==> config.mk <==
export PLATFORM = sky130hd
export DESIGN_NAME = can_motor_feedback_decoder_top
export DESIGN_NICKNAME = d
export VERILOG_FILES = /design/src/rtl/core/cmfd_pkg.sv /design/src/rtl/core/can_motor_feedback_decoder_top.sv /design/src/rtl/core/cmfd_unwrap.sv /design/src/rtl/core/cmfd_angle.sv
export SDC_FILE = /design/constraint.sdc
export NUM_CORES = 2
export LEC_CHECK = 0
export ABC_AREA = 1
export BUFFER_PORTS_ARGS = -buffer_cell sky130_fd_sc_hd__buf_2
export CAP_MARGIN = 40
export CORE_ASPECT_RATIO = 1.2
export CORE_MARGIN = 4
export CORE_UTILIZATION = 50
export CTS_CLUSTER_SIZE = 24
export DETAILED_ROUTE_END_ITERATION = 12
export GPL_TIMING_DRIVEN = 0
export MAX_ROUTING_LAYER = met4
export PLACE_DENSITY = 0.66
export SLEW_MARGIN = 5
export SYNTH_ARGS = -nofsm -noshare
export SYNTH_HDL_FRONTEND = slang
export SYNTH_HIERARCHICAL = 1
export SYNTH_SLANG_ARGS = --single-unit
==> constraint.sdc <==
create_clock -name i_clk -period 14.42 [get_ports i_clk]
set_clock_uncertainty 0.2 [all_clocks]
set_input_delay 1.442 -clock i_clk [delete_from_list [all_inputs] [get_ports i_clk]]
set_output_delay 1.442 -clock i_clk [all_outputs]
set_load 0.01 [all_outputs]
==> src/rtl/core/cmfd_pkg.sv <==
// ----------------------------------------------------------------------------
// cmfd_pkg
// Shared types, register codes and constants of the motor feedback decoder.
// ----------------------------------------------------------------------------
package cmfd_pkg;

    localparam int ENCODER_MODULUS_DEF = 8192;
    localparam int ACCUM_WIDTH_DEF     = 48;

    localparam int CFG_INDEX_W = 2;

    localparam logic [CFG_INDEX_W-1:0] REG_RX_ID         = 2'd0;
    localparam logic [CFG_INDEX_W-1:0] REG_DEG_PER_COUNT = 2'd1;
    localparam logic [CFG_INDEX_W-1:0] REG_TEMP_LIMIT    = 2'd2;
    localparam logic [CFG_INDEX_W-1:0] REG_PERSIST_LIMIT = 2'd3;

    localparam logic [10:0] RX_ID_RST         = 11'd518;
    localparam logic [31:0] DEG_PER_COUNT_RST = 32'd188743680;
    localparam logic [7:0]  TEMP_LIMIT_RST    = 8'd80;
    localparam logic [7:0]  PERSIST_LIMIT_RST = 8'd200;

    localparam logic [10:0] GRP_LOW_FIRST  = 11'h201;
    localparam logic [10:0] GRP_LOW_LAST   = 11'h204;
    localparam logic [10:0] GRP_HIGH_FIRST = 11'h205;
    localparam logic [10:0] GRP_HIGH_LAST  = 11'h208;
    localparam logic [10:0] TX_ID_LOW      = 11'h200;
    localparam logic [10:0] TX_ID_HIGH     = 11'h1FF;

    localparam int OUT_W = 48;

    typedef struct packed {
        logic [10:0] rx_id;
        logic [31:0] deg_per_count;
        logic [7:0]  temp_limit;
        logic [7:0]  persist_limit;
    } t_cfg;

    typedef struct packed {
        logic [15:0] encoder;
        logic [15:0] velocity;
        logic [15:0] current;
        logic [7:0]  temperature;
    } t_frame;

    typedef struct packed {
        logic        [15:0]      encoder_raw;
        logic signed [15:0]      speed;
        logic signed [15:0]      torque_current;
        logic        [7:0]       temperature;
        logic signed [OUT_W-1:0] turn_count;
        logic                    over_temperature;
        logic        [10:0]      tx_id;
        logic        [2:0]       slot_index;
    } t_result;

endpackage

==> src/rtl/core/can_motor_feedback_decoder_top.sv <==
// ----------------------------------------------------------------------------
// can_motor_feedback_decoder_top
// Motor feedback frame decoder with multi-turn encoder unwrap and angle.
// ----------------------------------------------------------------------------
// Input channel (i_valid / o_stall): one received frame per word, the
// identifier and seven payload bytes. Frames whose identifier differs from
// rx_id are consumed and give no result.
// Output channel (o_valid / i_stall): one result word per matching frame:
// raw encoder, speed, current, temperature, turn count, Q32.16 angle, the
// sticky over-temperature flag and the latched command group.
// Configuration channel (i_cfg_valid / o_cfg_ready): index and data, always
// ready; write only while no frame is in flight.
// Path: an accepted frame reaches the result through the input register,
// unwrap stage, magnitude stage, product stage and result register.
// Throughput: one frame per cycle unless stalled, set by the five-register
// pipeline with the split 64 by 32 bit angle multiply in its own stage.
// Stall: each stage holds while the one after it is full and blocked; the
// input stalls only once every stage holds a word.
// Reset: clears control state, configuration to defaults, empties the pipe.
// ----------------------------------------------------------------------------
module can_motor_feedback_decoder_top #(
    parameter int ENCODER_MODULUS = cmfd_pkg::ENCODER_MODULUS_DEF,
    parameter int ACCUM_WIDTH     = cmfd_pkg::ACCUM_WIDTH_DEF
) (
    input  logic                             i_clk,
    input  logic                             i_rst_n,
    input  logic                             i_valid,
    output logic                             o_stall,
    input  logic [10:0]                      i_frame_id,
    input  logic [7:0]                       i_byte0,
    input  logic [7:0]                       i_byte1,
    input  logic [7:0]                       i_byte2,
    input  logic [7:0]                       i_byte3,
    input  logic [7:0]                       i_byte4,
    input  logic [7:0]                       i_byte5,
    input  logic [7:0]                       i_byte6,
    output logic                             o_valid,
    input  logic                             i_stall,
    output logic [15:0]                      o_encoder_raw,
    output logic signed [15:0]               o_speed,
    output logic signed [15:0]               o_torque_current,
    output logic [7:0]                       o_temperature,
    output logic signed [47:0]               o_turn_count,
    output logic signed [47:0]               o_angle_q16,
    output logic                             o_over_temperature,
    output logic [10:0]                      o_tx_id,
    output logic [2:0]                       o_slot_index,
    input  logic                             i_cfg_valid,
    output logic                             o_cfg_ready,
    input  logic [cmfd_pkg::CFG_INDEX_W-1:0] i_cfg_index,
    input  logic [31:0]                      i_cfg_data
);
    import cmfd_pkg::*;

    t_cfg                          r_cfg;
    logic                          r_in_valid;
    logic [10:0]                   r_in_id;
    t_frame                        r_in_frame;

    logic                          match, take1, take_in;
    logic                          u_valid, a_take;
    t_result                       u_result, a_result;
    logic signed [ACCUM_WIDTH-1:0] u_count;
    logic signed [47:0]            a_angle;

    assign o_cfg_ready = 1'b1;

    always_ff @(posedge i_clk) begin
        if (!i_rst_n) begin
            r_cfg.rx_id         <= RX_ID_RST;
            r_cfg.deg_per_count <= DEG_PER_COUNT_RST;
            r_cfg.temp_limit    <= TEMP_LIMIT_RST;
            r_cfg.persist_limit <= PERSIST_LIMIT_RST;
        end else if (i_cfg_valid && o_cfg_ready) begin
            case (i_cfg_index)
                REG_RX_ID:         r_cfg.rx_id         <= i_cfg_data[10:0];
                REG_DEG_PER_COUNT: r_cfg.deg_per_count <= i_cfg_data;
                REG_TEMP_LIMIT:    r_cfg.temp_limit    <= i_cfg_data[7:0];
                REG_PERSIST_LIMIT: r_cfg.persist_limit <= i_cfg_data[7:0];
                default: ;
            endcase
        end
    end

    // input register, non-matching words are dropped here
    assign match   = (r_in_id == r_cfg.rx_id);
    assign take_in = !r_in_valid || !match || take1;
    assign o_stall = !take_in;

    always_ff @(posedge i_clk) begin
        if (!i_rst_n) begin
            r_in_valid <= 1'b0;
        end else if (take_in) begin
            r_in_valid <= i_valid;
        end
    end

    always_ff @(posedge i_clk) begin
        if (i_valid && take_in) begin
            r_in_id                <= i_frame_id;
            r_in_frame.encoder     <= {i_byte0, i_byte1};
            r_in_frame.velocity    <= {i_byte2, i_byte3};
            r_in_frame.current     <= {i_byte4, i_byte5};
            r_in_frame.temperature <= i_byte6;
        end
    end

    cmfd_unwrap #(
        .ENCODER_MODULUS (ENCODER_MODULUS),
        .ACCUM_WIDTH     (ACCUM_WIDTH)
    ) u_unwrap (
        .i_clk    (i_clk),
        .i_rst_n  (i_rst_n),
        .i_valid  (r_in_valid && match),
        .o_take   (take1),
        .i_cfg    (r_cfg),
        .i_frame  (r_in_frame),
        .o_valid  (u_valid),
        .o_result (u_result),
        .o_count  (u_count),
        .i_take   (a_take)
    );

    cmfd_angle #(
        .ACCUM_WIDTH (ACCUM_WIDTH)
    ) u_angle (
        .i_clk           (i_clk),
        .i_rst_n         (i_rst_n),
        .i_valid         (u_valid),
        .o_take          (a_take),
        .i_result        (u_result),
        .i_count         (u_count),
        .i_deg_per_count (r_cfg.deg_per_count),
        .o_valid         (o_valid),
        .o_result        (a_result),
        .o_angle         (a_angle),
        .i_stall         (i_stall)
    );

    assign o_encoder_raw      = a_result.encoder_raw;
    assign o_speed            = a_result.speed;
    assign o_torque_current   = a_result.torque_current;
    assign o_temperature      = a_result.temperature;
    assign o_turn_count       = a_result.turn_count;
    assign o_angle_q16        = a_angle;
    assign o_over_temperature = a_result.over_temperature;
    assign o_tx_id            = a_result.tx_id;
    assign o_slot_index       = a_result.slot_index;

    a_no_stall_when_empty: assert property (@(posedge i_clk) disable iff (!i_rst_n)
        !r_in_valid |-> !o_stall)
        else $error("input stalled with an empty input register");

    a_stall_needs_full_out: assert property (@(posedge i_clk) disable iff (!i_rst_n)
        o_stall |-> o_valid && i_stall)
        else $error("input stalled while the output side can move");

endmodule

==> src/rtl/core/cmfd_unwrap.sv <==
// ----------------------------------------------------------------------------
// cmfd_unwrap
// Decode stage: encoder unwrap into the saturating count, over-temperature
// tracking and first-frame command group latch.
// ----------------------------------------------------------------------------
module cmfd_unwrap #(
    parameter int ENCODER_MODULUS = cmfd_pkg::ENCODER_MODULUS_DEF,
    parameter int ACCUM_WIDTH     = cmfd_pkg::ACCUM_WIDTH_DEF
) (
    input  logic                          i_clk,
    input  logic                          i_rst_n,
    input  logic                          i_valid,
    output logic                          o_take,
    input  cmfd_pkg::t_cfg                i_cfg,
    input  cmfd_pkg::t_frame              i_frame,
    output logic                          o_valid,
    output cmfd_pkg::t_result             o_result,
    output logic signed [ACCUM_WIDTH-1:0] o_count,
    input  logic                          i_take
);
    import cmfd_pkg::*;

    localparam logic signed [17:0] ModS = 18'(ENCODER_MODULUS);
    localparam logic signed [ACCUM_WIDTH-1:0] AccMax = {1'b0, {(ACCUM_WIDTH-1){1'b1}}};
    localparam logic signed [ACCUM_WIDTH-1:0] AccMin = {1'b1, {(ACCUM_WIDTH-1){1'b0}}};

    logic                          r_started, n_started;
    logic [15:0]                   r_prev, n_prev;
    logic signed [ACCUM_WIDTH-1:0] r_acc, n_acc;
    logic [7:0]                    r_hot, n_hot;
    logic                          r_fault, n_fault;
    logic [10:0]                   r_tx, n_tx;
    logic [2:0]                    r_slot, n_slot;

    logic                          r_valid;
    t_result                       r_result;
    logic signed [ACCUM_WIDTH-1:0] r_count;

    logic                          load;
    logic [7:0]                    hot_inc;
    logic [10:0]                   grp_off;
    logic [15:0]                   prev_eff;
    logic signed [ACCUM_WIDTH-1:0] acc_eff;
    logic signed [17:0]            direct, wrapped, abs_d, abs_w, step;
    logic signed [ACCUM_WIDTH:0]   sum;

    assign o_take = !r_valid || i_take;
    assign load   = i_valid && o_take;

    always_comb begin
        n_started = r_started;
        n_prev    = r_prev;
        n_acc     = r_acc;
        n_hot     = r_hot;
        n_fault   = r_fault;
        n_tx      = r_tx;
        n_slot    = r_slot;
        grp_off   = 11'd0;

        // temperature persistence
        hot_inc = (r_hot == 8'hFF) ? r_hot : r_hot + 8'd1;
        if (i_frame.temperature > i_cfg.temp_limit) begin
            if (hot_inc > i_cfg.persist_limit) begin
                n_fault = 1'b1;
                n_hot   = 8'd0;
            end else begin
                n_hot = hot_inc;
            end
        end else begin
            n_hot = 8'd0;
        end

        // command group latch on the first frame
        if (!r_started) begin
            if (i_cfg.rx_id inside {[GRP_HIGH_FIRST:GRP_HIGH_LAST]}) begin
                grp_off = i_cfg.rx_id - GRP_HIGH_FIRST;
                n_tx    = TX_ID_HIGH;
                n_slot  = {grp_off[1:0], 1'b0};
            end else if (i_cfg.rx_id inside {[GRP_LOW_FIRST:GRP_LOW_LAST]}) begin
                grp_off = i_cfg.rx_id - GRP_LOW_FIRST;
                n_tx    = TX_ID_LOW;
                n_slot  = {grp_off[1:0], 1'b0};
            end
        end

        // unwrap by the shorter distance
        prev_eff = r_started ? r_prev : i_frame.encoder;
        acc_eff  = r_started ? r_acc : '0;
        direct   = $signed({2'b00, i_frame.encoder}) - $signed({2'b00, prev_eff});
        if (direct < 0) begin
            wrapped = direct + ModS;
        end else if (direct > 0) begin
            wrapped = direct - ModS;
        end else begin
            wrapped = '0;
        end
        abs_d = (direct < 0) ? -direct : direct;
        abs_w = (wrapped < 0) ? -wrapped : wrapped;
        step  = (abs_w > abs_d) ? direct : wrapped;

        sum = {acc_eff[ACCUM_WIDTH-1], acc_eff} + (ACCUM_WIDTH+1)'(step);
        if (sum[ACCUM_WIDTH] != sum[ACCUM_WIDTH-1]) begin
            n_acc = sum[ACCUM_WIDTH] ? AccMin : AccMax;
        end else begin
            n_acc = sum[ACCUM_WIDTH-1:0];
        end

        n_prev    = i_frame.encoder;
        n_started = 1'b1;
    end

    always_ff @(posedge i_clk) begin
        if (!i_rst_n) begin
            r_started <= 1'b0;
            r_prev    <= '0;
            r_acc     <= '0;
            r_hot     <= '0;
            r_fault   <= 1'b0;
            r_tx      <= '0;
            r_slot    <= '0;
            r_valid   <= 1'b0;
        end else begin
            if (load) begin
                r_started <= n_started;
                r_prev    <= n_prev;
                r_acc     <= n_acc;
                r_hot     <= n_hot;
                r_fault   <= n_fault;
                r_tx      <= n_tx;
                r_slot    <= n_slot;
                r_valid   <= 1'b1;
            end else if (i_take) begin
                r_valid <= 1'b0;
            end
        end
    end

    always_ff @(posedge i_clk) begin
        if (load) begin
            r_result.encoder_raw      <= i_frame.encoder;
            r_result.speed            <= $signed(i_frame.velocity);
            r_result.torque_current   <= $signed(i_frame.current);
            r_result.temperature      <= i_frame.temperature;
            r_result.turn_count       <= OUT_W'(64'(n_acc));
            r_result.over_temperature <= n_fault;
            r_result.tx_id            <= n_tx;
            r_result.slot_index       <= n_slot;
            r_count                   <= n_acc;
        end
    end

    assign o_valid  = r_valid;
    assign o_result = r_result;
    assign o_count  = r_count;

    a_fault_sticky: assert property (@(posedge i_clk) disable iff (!i_rst_n)
        r_fault |=> r_fault)
        else $error("over-temperature flag cleared without reset");

    a_slot_even: assert property (@(posedge i_clk) disable iff (!i_rst_n)
        !r_slot[0] && r_slot <= 3'd6)
        else $error("slot index not an even byte offset");

    a_group_once: assert property (@(posedge i_clk) disable iff (!i_rst_n)
        r_started && !load |=> $stable(r_tx) && $stable(r_slot))
        else $error("command group changed without a frame");

endmodule

==> src/rtl/core/cmfd_angle.sv <==
// ----------------------------------------------------------------------------
// cmfd_angle
// Angle pipeline: magnitude, split multiply by the scale, rounding and
// saturation into the Q32.16 result register.
// ----------------------------------------------------------------------------
module cmfd_angle #(
    parameter int ACCUM_WIDTH = cmfd_pkg::ACCUM_WIDTH_DEF
) (
    input  logic                          i_clk,
    input  logic                          i_rst_n,
    input  logic                          i_valid,
    output logic                          o_take,
    input  cmfd_pkg::t_result             i_result,
    input  logic signed [ACCUM_WIDTH-1:0] i_count,
    input  logic [31:0]                   i_deg_per_count,
    output logic                          o_valid,
    output cmfd_pkg::t_result             o_result,
    output logic signed [47:0]            o_angle,
    input  logic                          i_stall
);
    import cmfd_pkg::*;

    localparam logic [48:0] LimPos = {2'b00, {47{1'b1}}};
    localparam logic [48:0] LimNeg = {2'b01, {47{1'b0}}};

    // magnitude stage
    logic                   r_v2;
    t_result                r_res2;
    logic                   r_neg2;
    logic [63:0]            r_mag2;
    // product stage
    logic                   r_v3;
    t_result                r_res3;
    logic                   r_neg3;
    logic [63:0]            r_lo3, r_hi3;
    // result stage
    logic                   r_v4;
    t_result                r_res4;
    logic                   r_neg4;
    logic signed [47:0]     r_angle4;

    logic                   take4, take3, take2;
    logic                   load4, load3, load2;
    logic [ACCUM_WIDTH-1:0] mag;
    logic [48:0]            q, lim;
    logic [47:0]            q_sat;
    logic                   ovf;
    logic signed [47:0]     n_angle;

    assign take4  = !r_v4 || !i_stall;
    assign take3  = !r_v3 || take4;
    assign take2  = !r_v2 || take3;
    assign load4  = r_v3 && take4;
    assign load3  = r_v2 && take3;
    assign load2  = i_valid && take2;
    assign o_take = take2;

    assign mag = i_count[ACCUM_WIDTH-1] ? ACCUM_WIDTH'(-i_count) : ACCUM_WIDTH'(i_count);

    always_comb begin
        ovf   = |r_hi3[63:32];
        q     = {1'b0, r_hi3[31:0], 16'h0000} + {1'b0, r_lo3[63:16]} + 49'(r_lo3[15]);
        lim   = r_neg3 ? LimNeg : LimPos;
        q_sat = (ovf || q > lim) ? lim[47:0] : q[47:0];
        n_angle = r_neg3 ? $signed(-q_sat) : $signed(q_sat);
    end

    always_ff @(posedge i_clk) begin
        if (!i_rst_n) begin
            r_v2 <= 1'b0;
            r_v3 <= 1'b0;
            r_v4 <= 1'b0;
        end else begin
            if (take2) begin
                r_v2 <= i_valid;
            end
            if (take3) begin
                r_v3 <= r_v2;
            end
            if (take4) begin
                r_v4 <= r_v3;
            end
        end
    end

    always_ff @(posedge i_clk) begin
        if (load2) begin
            r_res2 <= i_result;
            r_neg2 <= i_count[ACCUM_WIDTH-1];
            r_mag2 <= 64'(mag);
        end
        if (load3) begin
            r_res3 <= r_res2;
            r_neg3 <= r_neg2;
            r_lo3  <= r_mag2[31:0] * i_deg_per_count;
            r_hi3  <= r_mag2[63:32] * i_deg_per_count;
        end
        if (load4) begin
            r_res4   <= r_res3;
            r_neg4   <= r_neg3;
            r_angle4 <= n_angle;
        end
    end

    assign o_valid  = r_v4;
    assign o_result = r_res4;
    assign o_angle  = r_angle4;

    a_angle_sign: assert property (@(posedge i_clk) disable iff (!i_rst_n)
        r_v4 && !r_neg4 |-> !r_angle4[47])
        else $error("angle of a non-negative count came out negative");

endmodule
==> impl_metrics.csv <==
group,metric,value,unit
run_status,outcome,"complete, no violations",
grt,grt_pass1_wl,520000,um
die,die_area,0.194,mm^2
synth,synth_area_leaders,"fa_1 28%, edfxtp_1 24%, nand2_1 11%",
cts,post_cts_buffers,0,
setup_path,r2r_end,"u_unwrap/o_count[7]",
setup_path,worst_ep_required_time,14.79,ns
synth,ys_seq_area_share,27.0,%
run,cap_violations,0,
drt,avgViaCountPerCell,5.42,
drt,totalWireLength,358000,um
setup_path,reg2reg_depth,63,
die,dieHeight,481,um
sta,worst_pin_slew,1.04,ns
grt,overflow,0,
hold_path,hold_start,"u_unwrap/o_result[13]",
synth,dominantRegCellSynth,"edfxtp_1",
synth,synth_top_area_share,28.2,%
cts,cts_root_buffer,"clkbuf_16",
sta,finalCritPeriodShare,90.1,%
setup_path,path_class,"reg2reg",
synth,yosysUniqueCellTypes,71,
cts,clock-sinks,890,
cts,worstSkewPairLatency,0.77,ns
setup_path,r2r_slack,1.43,ns
hold_path,hp-class,"reg2reg",
cts,post_cts_resized,0,
power,peakVddDrop,0.240,mV
grt,antenna_found_initial,14,
synth,synth_common_cells,"2671 x nand2_1, 2611 x inv_1, 1315 x fa_1",
power,powerDensity,139,mW/mm^2
hold_path,min_to,"u_angle/r_res2[13]",
setup_path,path_max_fanout,10,
drt,vias,75356,
setup_path,crit_top_cell,"nand2_1",
drt,firstDrtPassIters,6,
die,io_pins,276,
setup_path,rr_startpoint,"u_unwrap/r_started",
setup_path,start_kind,"register",
cts,clockBufferDepth,3,
synth,synthCells,10819,
power,leakagePower,52.5,nW
sta,min_period,12.99,ns
grt,grt_pass1_vias,77919,
drt,wl_per_cell,25.8,um
die,die_w,402,um
layout,nNetsFinal,13341,
setup_path,crit_arrival,13.36,ns
cts,clk_pin_slew,0.07,ns
hold_path,worstHoldPathCells,0,
sta,fmax,0.0770,GHz
synth,async_flop_share,0,%
die,start_util,50.3,%
placed_design,gp_congestion,1.06,
layout,area_growth,11.1,%
sta,rsz0062_at_grt,"false",
placed_design,port_buffers,274,
synth,synth_area_leader_cell,"fa_1",
sta,hold_viol,0,
cts,holdBufCountCts,0,
sta,setup_violations,0,
synth,synth_edf_count,738,
drt,drc,0,
synth,ys_ff_latch,890,
setup_path,slowest_delay,0.65,ns
cts,cts_tree,"built",
setup_path,crit_path_end_kind,"register",
placed_design,hpwl,303000,um
setup_path,crit_path_top_delay_cell,"dfxtp_1",
synth,synth_nets,12789,
power,finalPower,14.4,mW
grt,grt_max_degree,115,
die,rows,173,
cts,h-tree-depth,3,
drt,antenna_left,0,
synth,yosysMostFrequentCell,"nand2_1",
layout,multi_input_area,0.0561,mm^2
sta,whs,0.192,ns
die,core,0.185,mm^2
synth,ys_warn_count,6,
layout,drive_gt1_share,7.81,%
synth,netlist_area,0.0933,mm^2
drt,drt_iter0_markers,6462,
layout,regArea,0.0252,mm^2
grt,grtUsageTotal,38.4,%
cts,numCtsBuffers,90,
sta,drv_slew,0,
layout,fillers,17211,
sta,relSlewSlack,30.3,%
synth,syn_avg_cell_area,8.62,um^2
==> per-layer routing <==
layer | up-vias | wire length [um] | GRT usage (%)
li1 | 33588 | - | -
met1 | 37135 | 127000 | 43.0
met2 | 3536 | 167000 | 61.6
met3 | 1097 | 30900 | 7.70
met4 | 0 | 33500 | 27.6
met5 | - | 0 | -
==> critical path, delay by kind of cell (launching register included) <==
family          cells  cell delay, ns
simple gates       30            4.37
buf+inv            16            3.89
compound gates     10            1.81
fa+ha+maj           5            1.47
flops               1            0.65
mux                 1            0.19
xor+xnor            1            0.16
==> state kept, by name (all words and copies together), names as in the netlist, 49 cells and up <==
name	flops
r_cfg	59
r_in_frame	56
u_angle/o_result	119
u_angle/r_lo3	49
u_angle/r_res2	119
u_angle/r_res3	119
u_unwrap/o_result	71
==> placed cells by master, fill, tap and decap left out, drive strengths merged, types with 42 or more instances in the layout <==
cell type and instances:
nor3 57, a21oi 326, clkbuf 408, ha 549
inv 2635, nand2 2745, buf 613, dfxtp 152
fa 1315, nor2 690, xor2 182, a31oi 42
nand3 334, o21ai 274, nand4 56, edfxtp 738
xnor2 76
==> worst max-delay path by stage <==
stage	cells past startpoint	endpoint	startpoint	slack [ns]
4_1_cts	68	u_unwrap/r_acc[12]	u_unwrap/r_started	1.47
6_report	63	u_unwrap/o_count[7]	u_unwrap/r_started	1.43
2_1_floorplan	1	u_angle/o_angle[0]	i_stall	3.99
3_3_place_gp	2	u_angle/o_angle[37]	i_stall	-1.28
3_5_place_dp	68	u_unwrap/r_acc[12]	u_unwrap/r_started	1.59
5_1_grt	68	u_unwrap/r_acc[10]	u_unwrap/r_started	0.57
==> report_power, final <==
| part | switching [mW] | leakage [nW] | total, mW | internal (mW) |
|---|---|---|---|---|
| Combinational | 5.91 | 43.1 | 8.84 | 2.93 |
| Sequential | 0.0237 | 7.92 | 3.10 | 3.08 |
| Clock | 1.10 | 1.52 | 2.49 | 1.39 |
| Total | 7.03 | 52.5 | 14.4 | 7.40 |
==> area by class of cell <==
type / count / area share (%)
buffer: 452 / 2.07
tap: 2450 / 2.96
antenna: 17 / 0.0411
timing repair buffer: 460 / 3.84
multi-input combinational: 6848 / 54.1
inverter: 2629 / 9.54
clock buffer: 109 / 2.29
clock inverter: 60 / 0.786
sequential: 890 / 24.3
==> cell families after synthesis <==
family                   synth area share (%)
AND/OR/NAND/NOR                          17.2
buffers and inverters                    12.9
adder cells (fa/ha/maj)                  35.6
flip-flops                               27.0
AO/OA/AOI/OAI                            4.72
XOR/XNOR                                 2.44
multiplexers                            0.173
other                                  0.0121
==> metrics by stage <==
stage                     setup WS [ns]  cells  setup TNS [ns]  instance area (um^2)  util (%)
after floorplan                    3.99  10819               0                 93300         -
after global placement            -1.28  13543         -200.37                 97700      52.7
after detailed placement           1.59  13729               0                100000      54.2
after CTS                          1.47  13898               0                104000      55.9
after global routing              0.569  13909               0                104000      55.9
final                              1.43  13915               0                104000      55.9
(Power assumes the default switching activity.)
